File: src/hw/rtl/skbh_pkg.sv
// ----------------------------------------------------------------------------
// skbh_pkg
// Shared types and constants for the string key bucket hasher.
// ----------------------------------------------------------------------------
`default_nettype none

package skbh_pkg;

    localparam int HASH_W         = 32;
    localparam int BYTE_W         = 8;
    localparam int STEP_W         = $clog2(HASH_W);
    localparam int QUEUE_DEPTH    = 4;
    localparam logic [HASH_W-1:0] BUCKET_COUNT_RST = 32'd255;

    // mixing shift amounts
    localparam int MIX_SHL = 10;
    localparam int MIX_SHR = 6;
    localparam int FIN_SHL_A = 3;
    localparam int FIN_SHR = 11;
    localparam int FIN_SHL_B = 15;

    typedef logic [HASH_W-1:0] hash_t;

    typedef enum logic [1:0] {
        BK_IDLE,
        BK_DIV,
        BK_DONE
    } back_state_t;

    // status of the queue as seen by the back end
    typedef struct packed {
        logic  empty;
        hash_t head;
    } queue_stat_t;

endpackage

`default_nettype wire

File: src/hw/rtl/skbh_front.sv
// ----------------------------------------------------------------------------
// skbh_front
// Accepts key bytes, keeps the running hash and finalizes it at end of key.
// ----------------------------------------------------------------------------
`default_nettype none

module skbh_front (
    input  wire logic                        clk,
    input  wire logic                        rst_n,
    input  wire logic                        in_valid,
    output logic                             in_ready,
    input  wire logic [skbh_pkg::BYTE_W-1:0] key_byte,
    input  wire logic                        byte_valid,
    input  wire logic                        end_of_key,
    output logic                             push_valid,
    output skbh_pkg::hash_t                  push_hash,
    input  wire logic                        push_ready
);

    skbh_pkg::hash_t run_hash_reg;
    skbh_pkg::hash_t run_hash_next;
    skbh_pkg::hash_t pend_hash_reg;
    skbh_pkg::hash_t pend_hash_next;
    logic            pend_valid_reg;
    logic            pend_valid_next;
    skbh_pkg::hash_t mix_sum;
    skbh_pkg::hash_t mix_add;
    skbh_pkg::hash_t mixed;
    skbh_pkg::hash_t fin_a;
    skbh_pkg::hash_t fin_b;
    logic            accept;

    assign accept   = in_valid && in_ready;
    assign in_ready = !pend_valid_reg || push_ready;

    // add byte, then h += h<<10, h ^= h>>6
    always_comb
    begin
        mix_sum = run_hash_reg + skbh_pkg::hash_t'(key_byte);
        mix_add = mix_sum + (mix_sum << skbh_pkg::MIX_SHL);
        mixed   = byte_valid ? (mix_add ^ (mix_add >> skbh_pkg::MIX_SHR)) : run_hash_reg;
    end

    always_comb
    begin
        run_hash_next   = run_hash_reg;
        pend_hash_next  = pend_hash_reg;
        pend_valid_next = pend_valid_reg;
        if (push_ready)
        begin
            pend_valid_next = 1'b0;
        end
        if (accept)
        begin
            if (end_of_key)
            begin
                run_hash_next   = '0;
                pend_hash_next  = mixed;
                pend_valid_next = 1'b1;
            end
            else
            begin
                run_hash_next = mixed;
            end
        end
    end

    // finalization on the held end-of-key hash
    always_comb
    begin
        fin_a     = pend_hash_reg + (pend_hash_reg << skbh_pkg::FIN_SHL_A);
        fin_b     = fin_a ^ (fin_a >> skbh_pkg::FIN_SHR);
        push_hash = fin_b + (fin_b << skbh_pkg::FIN_SHL_B);
    end

    assign push_valid = pend_valid_reg;

    always_ff @(posedge clk or negedge rst_n)
    begin
        if (!rst_n)
        begin
            run_hash_reg   <= '0;
            pend_valid_reg <= 1'b0;
        end
        else
        begin
            run_hash_reg   <= run_hash_next;
            pend_valid_reg <= pend_valid_next;
        end
    end

    always_ff @(posedge clk)
    begin
        pend_hash_reg <= pend_hash_next;
    end

endmodule

`default_nettype wire

File: src/hw/rtl/skbh_queue.sv
// ----------------------------------------------------------------------------
// skbh_queue
// Small register queue of finalized hashes between front and back end.
// ----------------------------------------------------------------------------
`default_nettype none

module skbh_queue #(
    parameter int DEPTH = skbh_pkg::QUEUE_DEPTH
) (
    input  wire logic             clk,
    input  wire logic             rst_n,
    input  wire logic             push_valid,
    input  wire skbh_pkg::hash_t  push_hash,
    output logic                  push_ready,
    input  wire logic             pop,
    output skbh_pkg::queue_stat_t stat
);

    localparam int PTR_W = (DEPTH > 1) ? $clog2(DEPTH) : 1;
    localparam int CNT_W = $clog2(DEPTH + 1);
    localparam logic [PTR_W-1:0] PTR_LAST = PTR_W'(DEPTH - 1);
    localparam logic [CNT_W-1:0] CNT_FULL = CNT_W'(DEPTH);

    skbh_pkg::hash_t  mem_reg [DEPTH];
    logic [PTR_W-1:0] wr_ptr_reg;
    logic [PTR_W-1:0] wr_ptr_next;
    logic [PTR_W-1:0] rd_ptr_reg;
    logic [PTR_W-1:0] rd_ptr_next;
    logic [CNT_W-1:0] count_reg;
    logic [CNT_W-1:0] count_next;
    logic             do_push;
    logic             do_pop;

    assign push_ready = (count_reg != CNT_FULL);
    assign do_push    = push_valid && push_ready;
    assign do_pop     = pop && (count_reg != '0);
    assign stat.empty = (count_reg == '0);
    assign stat.head  = mem_reg[rd_ptr_reg];

    always_comb
    begin
        wr_ptr_next = wr_ptr_reg;
        rd_ptr_next = rd_ptr_reg;
        count_next  = count_reg;
        if (do_push)
        begin
            wr_ptr_next = (wr_ptr_reg == PTR_LAST) ? '0 : wr_ptr_reg + 1'b1;
        end
        if (do_pop)
        begin
            rd_ptr_next = (rd_ptr_reg == PTR_LAST) ? '0 : rd_ptr_reg + 1'b1;
        end
        if (do_push && !do_pop)
        begin
            count_next = count_reg + 1'b1;
        end
        else if (do_pop && !do_push)
        begin
            count_next = count_reg - 1'b1;
        end
    end

    always_ff @(posedge clk or negedge rst_n)
    begin
        if (!rst_n)
        begin
            wr_ptr_reg <= '0;
            rd_ptr_reg <= '0;
            count_reg  <= '0;
        end
        else
        begin
            wr_ptr_reg <= wr_ptr_next;
            rd_ptr_reg <= rd_ptr_next;
            count_reg  <= count_next;
        end
    end

    always_ff @(posedge clk)
    begin
        if (do_push)
        begin
            mem_reg[wr_ptr_reg] <= push_hash;
        end
    end

endmodule

`default_nettype wire

File: src/hw/rtl/skbh_back.sv
// ----------------------------------------------------------------------------
// skbh_back
// Reduces a finalized hash modulo a nonzero bucket count, one bit per cycle.
// ----------------------------------------------------------------------------
`default_nettype none

module skbh_back (
    input  wire logic                  clk,
    input  wire logic                  rst_n,
    input  wire skbh_pkg::queue_stat_t stat,
    output logic                       pop,
    input  wire skbh_pkg::hash_t       bucket_count,
    output logic                       out_valid,
    input  wire logic                  out_ready,
    output skbh_pkg::hash_t            bucket_index,
    output skbh_pkg::hash_t            full_hash
);

    localparam logic [skbh_pkg::STEP_W-1:0] STEP_LAST = skbh_pkg::STEP_W'(skbh_pkg::HASH_W - 1);

    skbh_pkg::back_state_t        state_reg;
    skbh_pkg::back_state_t        state_next;
    skbh_pkg::hash_t              hash_reg;
    skbh_pkg::hash_t              hash_next;
    skbh_pkg::hash_t              dvd_reg;
    skbh_pkg::hash_t              dvd_next;
    skbh_pkg::hash_t              dvs_reg;
    skbh_pkg::hash_t              dvs_next;
    logic [skbh_pkg::HASH_W:0]    rem_reg;
    logic [skbh_pkg::HASH_W:0]    rem_next;
    logic [skbh_pkg::HASH_W:0]    rem_shift;
    logic [skbh_pkg::HASH_W:0]    rem_step;
    logic [skbh_pkg::STEP_W-1:0]  step_reg;
    logic [skbh_pkg::STEP_W-1:0]  step_next;
    logic                         start;
    logic                         last_step;

    // restoring division step, quotient bits are dropped
    always_comb
    begin
        rem_shift = {rem_reg[skbh_pkg::HASH_W-1:0], dvd_reg[skbh_pkg::HASH_W-1]};
        if (rem_shift >= {1'b0, dvs_reg})
        begin
            rem_step = rem_shift - {1'b0, dvs_reg};
        end
        else
        begin
            rem_step = rem_shift;
        end
    end

    assign start     = (state_reg == skbh_pkg::BK_IDLE) && !stat.empty;
    assign last_step = (step_reg == STEP_LAST);

    always_comb
    begin
        state_next = state_reg;
        unique case (state_reg)
            skbh_pkg::BK_IDLE:
            begin
                if (!stat.empty)
                begin
                    state_next = (bucket_count == '0) ? skbh_pkg::BK_DONE : skbh_pkg::BK_DIV;
                end
            end
            skbh_pkg::BK_DIV:
            begin
                if (last_step)
                begin
                    state_next = skbh_pkg::BK_DONE;
                end
            end
            skbh_pkg::BK_DONE:
            begin
                if (out_ready)
                begin
                    state_next = skbh_pkg::BK_IDLE;
                end
            end
            default:
            begin
                state_next = skbh_pkg::BK_IDLE;
            end
        endcase
    end

    always_comb
    begin
        pop       = start;
        out_valid = (state_reg == skbh_pkg::BK_DONE);
    end

    always_comb
    begin
        hash_next = hash_reg;
        dvd_next  = dvd_reg;
        dvs_next  = dvs_reg;
        rem_next  = rem_reg;
        step_next = step_reg;
        if (start)
        begin
            hash_next = stat.head;
            dvd_next  = stat.head;
            dvs_next  = bucket_count;
            step_next = '0;
            // zero bucket count passes the hash through
            rem_next  = (bucket_count == '0) ? {1'b0, stat.head} : '0;
        end
        else if (state_reg == skbh_pkg::BK_DIV)
        begin
            rem_next  = rem_step;
            dvd_next  = dvd_reg << 1;
            step_next = step_reg + 1'b1;
        end
    end

    assign bucket_index = rem_reg[skbh_pkg::HASH_W-1:0];
    assign full_hash    = hash_reg;

    always_ff @(posedge clk or negedge rst_n)
    begin
        if (!rst_n)
        begin
            state_reg <= skbh_pkg::BK_IDLE;
            step_reg  <= '0;
        end
        else
        begin
            state_reg <= state_next;
            step_reg  <= step_next;
        end
    end

    always_ff @(posedge clk)
    begin
        hash_reg <= hash_next;
        dvd_reg  <= dvd_next;
        dvs_reg  <= dvs_next;
        rem_reg  <= rem_next;
    end

endmodule

`default_nettype wire

File: src/hw/rtl/string_key_bucket_hasher_top.sv
// ----------------------------------------------------------------------------
// string_key_bucket_hasher_top
// One-at-a-time key hash with reduction to a bucket number.
// ----------------------------------------------------------------------------
//  channel  | handshake            | payload
//  ---------+----------------------+----------------------------------------
//  in       | in_valid / in_ready  | key_byte, byte_valid, end_of_key
//  out      | out_valid / out_ready| bucket_index, full_hash
//  cfg      | cfg_valid / cfg_ready| cfg_data (bucket_count)
//
//  key bytes are taken one per cycle while in_ready is high; an end-of-key
//  request is finalized in the next cycle and queued once the queue has room.
//  the bucket reduction is a one-bit-per-cycle remainder unit; a zero bucket
//  count passes the hash through. the next hash is taken from the queue only
//  after out_ready has taken the current result. reset clears the running
//  hash, the queue and sets bucket_count to 255. the input stalls only when
//  the hash queue is full; the back end holds a finished result until out_ready.
// ----------------------------------------------------------------------------
`default_nettype none

module string_key_bucket_hasher_top #(
    parameter int QUEUE_DEPTH = skbh_pkg::QUEUE_DEPTH
) (
    input  wire logic                        clk,
    input  wire logic                        rst_n,
    input  wire logic                        in_valid,
    output logic                             in_ready,
    input  wire logic [skbh_pkg::BYTE_W-1:0] key_byte,
    input  wire logic                        byte_valid,
    input  wire logic                        end_of_key,
    output logic                             out_valid,
    input  wire logic                        out_ready,
    output logic [skbh_pkg::HASH_W-1:0]      bucket_index,
    output logic [skbh_pkg::HASH_W-1:0]      full_hash,
    input  wire logic                        cfg_valid,
    output logic                             cfg_ready,
    input  wire logic [skbh_pkg::HASH_W-1:0] cfg_data
);

    skbh_pkg::hash_t       bucket_count_reg;
    logic                  push_valid;
    skbh_pkg::hash_t       push_hash;
    logic                  push_ready;
    logic                  pop;
    skbh_pkg::queue_stat_t q_stat;

    assign cfg_ready = 1'b1;

    always_ff @(posedge clk or negedge rst_n)
    begin
        if (!rst_n)
        begin
            bucket_count_reg <= skbh_pkg::BUCKET_COUNT_RST;
        end
        else if (cfg_valid && cfg_ready)
        begin
            bucket_count_reg <= cfg_data;
        end
    end

    skbh_front u_front (
        .clk        (clk),
        .rst_n      (rst_n),
        .in_valid   (in_valid),
        .in_ready   (in_ready),
        .key_byte   (key_byte),
        .byte_valid (byte_valid),
        .end_of_key (end_of_key),
        .push_valid (push_valid),
        .push_hash  (push_hash),
        .push_ready (push_ready)
    );

    skbh_queue #(
        .DEPTH (QUEUE_DEPTH)
    ) u_queue (
        .clk        (clk),
        .rst_n      (rst_n),
        .push_valid (push_valid),
        .push_hash  (push_hash),
        .push_ready (push_ready),
        .pop        (pop),
        .stat       (q_stat)
    );

    skbh_back u_back (
        .clk          (clk),
        .rst_n        (rst_n),
        .stat         (q_stat),
        .pop          (pop),
        .bucket_count (bucket_count_reg),
        .out_valid    (out_valid),
        .out_ready    (out_ready),
        .bucket_index (bucket_index),
        .full_hash    (full_hash)
    );

    // remainder stays below a nonzero bucket count
    assert property (@(posedge clk) disable iff (!rst_n)
        out_valid && (bucket_count_reg != '0) |-> (bucket_index < bucket_count_reg))
        else $error("bucket_index not below bucket_count");

    // zero bucket count passes the hash through
    assert property (@(posedge clk) disable iff (!rst_n)
        out_valid && (bucket_count_reg == '0) |-> (bucket_index == full_hash))
        else $error("bucket_index differs from full_hash with zero bucket count");

    // a pushed hash is visible to the back end next cycle
    assert property (@(posedge clk) disable iff (!rst_n)
        push_valid && push_ready |=> !q_stat.empty)
        else $error("queue empty after push");

    // the back end only pops a non-empty queue
    assert property (@(posedge clk) disable iff (!rst_n)
        pop |-> !q_stat.empty)
        else $error("pop from empty queue");

endmodule

`default_nettype wire
File: config.mk
export PLATFORM = sky130hd
export DESIGN_NAME = string_key_bucket_hasher_top
export DESIGN_NICKNAME = d
export VERILOG_FILES = /design/src/hw/rtl/skbh_pkg.sv /design/src/hw/rtl/skbh_front.sv /design/src/hw/rtl/skbh_queue.sv /design/src/hw/rtl/skbh_back.sv /design/src/hw/rtl/string_key_bucket_hasher_top.sv
export SDC_FILE = /design/constraint.sdc
export NUM_CORES = 1
export LEC_CHECK = 0
export BUFFER_PORTS_ARGS = -buffer_cell sky130_fd_sc_hd__buf_2
export CORE_MARGIN = 2
export CORE_UTILIZATION = 50
export DETAILED_ROUTE_END_ITERATION = 8
export MAX_ROUTING_LAYER = met4
export PLACE_DENSITY = 0.67
export SKIP_CTS_REPAIR_TIMING = 1
export SLEW_MARGIN = 20
export SYNTH_ARGS = -nofsm -noshare
export SYNTH_HDL_FRONTEND = slang
export SYNTH_SLANG_ARGS = --single-unit
File: constraint.sdc
create_clock -name clk -period 17.41 [get_ports clk]
set_clock_uncertainty 0.1 [all_clocks]
set_input_delay 0 -clock clk [delete_from_list [all_inputs] [get_ports clk]]
set_output_delay 0 -clock clk [all_outputs]
set_load 0.005 [all_outputs]
==> flow_summary.toml <==
[timing]
worst-slew-pin-transition_ns = 0.9507
max_freq_mhz = 161.8
tns_ns = 0
final_max_slew_viol_count = 0
period_needed_ns = 6.182
timing_hold_violations_final = 0
relSlewSlack_pct = 36.39
finalCritPeriodShare_pct = 35.51
setup_viol = 0
rsz0062_at_grt = "false"

[global_route]
grt_use_total_pct = 24.04
grt_pass1_wl_um = 76660
grt_pass1_vias = 13670
antenna_found_initial = 0
grt.overflow.total = 0
grt_max_degree = 70

[logic_synthesis]
async_flop_share_pct = 21.53
synth_area_leaders = "edfxtp_1 (42%), dfrtp_1 (8.7%), ha_1 (6.8%)"
yosysWarnings = 0
ys_seq_elements = 367
synth_area_per_cell_um2 = 11.68
synth_cell_types = 88
synthFlopType = "edfxtp_1"
yosys.area.top_type = "edfxtp_1"
synth_cells = 1755
ys_top_cells_by_count = "edfxtp_1 (288), nand2_1 (183), ha_1 (112)"
synthesis.area_mm2 = 0.02051
synth_top_cell_area_share_pct = 42.17
ys_seq_area_share_pct = 51.86
synth.most_common_cell = "edfxtp_1"
synth-edff-count = 288
syn_nets = 1920

[worst_setup_path]
worstRegToRegCells = 23
path_cells = "ha_1 > a211o_1 > a21oi_1 > o21a_1 > o2111ai_1 > o21ba_2 > o31a_1 > or4b_1 > nand2_1 > xnor2_1 > xor2_1 > ha_1 > fa_1 > a21o_1 > a21oi_1 > o21bai_1 > a31o_2 > a41o_1 > nor4_1 > o31ai_1 > nand3_1 > nand2_1 > xnor3_1"
crit_family = "compound AO/OA/AOI/OAI gates"
cp.buffers_inverters = 0
criticalPathCategory = "flip-flop to flip-flop"
cpPeakStageDelay_ns = 0.50
startpoint_type = "flip-flop"
cp.depth = 23
cp_max_fo = 4
arrival_ns = 6.34
endpoint_kind = "flip-flop"
crit_required_ns = 17.57
cp_slowest_cell = "or4b_1"

[clock_tree]
cts_buffers = 38
cts_tree = "done"
cts.clk_slew.worst_paths_ns = 0.06
cts-root-buf = "clkbuf_16"
htree_num_levels = 2
numClockSinks = 367
clk_path_buf_depth = 3
clock_latency_ns = 0.54

[final_layout]
finalNonFillerCells = 2458
largest_reg_flops = 128
drive_above_1_share_pct = 15.63
antenna_cells = 0
area_growth_pct = 13.39
final_nets = 2062
n_fill_cell = 3362

[placed_design]
place_inst = 2351
gp_congestion = 0.9142
hpwl_um = 37060
portBuffers = 112

[floorplanning]
initial_utilization_pct = 50.45
die_x_um = 206.5
num_rows = 74
die_area_mm2 = 0.04265
coreArea_mm2 = 0.04065
fp.dieH_um = 206.5
ios = 114

[status]
status = "complete, no violations"

[min_path]
hold_depth = 4
worstHoldPathType = "input port to flip-flop"

[drt]
drcViolationCount = 0
ant_nets = 0
via_per_inst = 5.901
drt-total-wl_um = 50380
wl_per_cell_um = 20.50
via_count = 14500
drt_iter0_markers = 1264
drt_first_pass_iters = 5

[run]
cap_viol_max_count = 0
==> area by class of cell <==
| type | instances | area, um2 | area share [%] |
|---|---|---|---|
| Clock buffer | 55 | 1077 | 4.633 |
| Clock inverter | 14 | 162.7 | 0.6996 |
| Inverter | 77 | 289.0 | 1.243 |
| Multi-Input combinational cell | 1245 | 9331 | 40.13 |
| Sequential cell | 367 | 10640 | 45.75 |
| Tap cell | 532 | 665.6 | 2.863 |
| Timing Repair Buffer | 168 | 1089 | 4.682 |
==> worst reg2reg max path: stages (launching register included) <==
cell and delay (ns):
edfxtp_1 0.40, ha_1 0.32, a211o_1 0.26, a21oi_1 0.23
o21a_1 0.18, o2111ai_1 0.19, o21ba_2 0.26, o31a_1 0.32
or4b_1 0.50, nand2_1 0.09, xnor2_1 0.17, xor2_1 0.16
ha_1 0.26, fa_1 0.40, a21o_1 0.19, a21oi_1 0.22
o21bai_1 0.11, a31o_2 0.26, a41o_1 0.25, nor4_1 0.28
o31ai_1 0.18, nand3_1 0.11, nand2_1 0.07, xnor3_1 0.39
==> layer usage <==
metal | vias up | GRT usage, % | part of all wire [%]
li1 | 6872 | - | -
met1 | 7141 | 32.01 | 44
met2 | 411 | 39.18 | 49
met3 | 80 | 2.933 | 4.8
met4 | 0 | 6.429 | 2.4
met5 | - | - | 0
==> per-stage QoR <==
step                      area [um2]  setup slack, ns  hold WS [ns]  utilization, %
after floorplan                20510            11.80       -0.3956               -
after global placement         21610            11.41       -0.1140           53.17
after detailed placement       21610            11.29       -0.1076           53.17
after CTS                      22850            11.26       -0.6705           56.22
after global routing           23250            10.81       0.03848           57.20
final                          23250            11.23       0.02193           57.20
==> path summary, 6_finish.rpt <==
check,startpoint,to,slack (ns)
min in group asynchronous,rst_n,u_front.run_hash_reg[2]$_DFFE_PN0P_,0.53
min,key_byte[0],u_front.pend_hash_reg[0]$_DFFE_PP_,0.02
max,u_front.pend_hash_reg[1]$_DFFE_PP_,u_queue.mem_reg[0][31]$_DFFE_PP_,11.23
max in group asynchronous,rst_n,u_queue.rd_ptr_reg[0]$_DFFE_PN0P_,16.05
max reg2reg,u_front.pend_hash_reg[1]$_DFFE_PP_,u_queue.mem_reg[0][31]$_DFFE_PP_,11.23
min reg2reg,bucket_count_reg[27]$_DFFE_PN0P_,u_back.dvs_reg[27]$_DFFE_PP_,0.38
==> cell families (layout without fill, tap and decap cells) <==
logic type               after synthesis  after routing  synth area share, %
AO/OA/AOI/OAI                        409            409                13.67
buffers and inverters                143            314                2.801
adder cells (fa/ha/maj)              118            118                7.420
AND/OR/NAND/NOR                      483            483                11.14
flip-flops                           367            367                51.86
XOR/XNOR                             154            154                6.962
multiplexers                          80             80                6.126
other                                  1              1              0.01829
==> cell usage in the layout, fill, tap and decap left out, types with 13 or more instances in the layout <==
cell             n
nor3_1          25
o311ai_0        15
xor2_1          56
a21oi_1        104
o21a_1          17
and2_1          14
clkbuf_1        13
dfrtp_1         70
a22o_1          20
o21ai_0         71
nand2b_1        16
buf_4           19
a211oi_1        15
nand3_1         34
inv_1           76
and3_1          20
ha_1           112
clkbuf_16       40
nor2_1          97
edfxtp_1       288
nor4_1          13
nand2_1        182
a21o_1          39
o211ai_1        14
xnor2_1         92
buf_2          111
o21bai_1        15
mux2_2          44
dlygate4sd3_1   37
nand4_1         28
mux4_2          32
nor2b_1         15
Power is not shown: default switching activity piles up to over one toggle a cycle in this logic, so the estimate is an artifact.
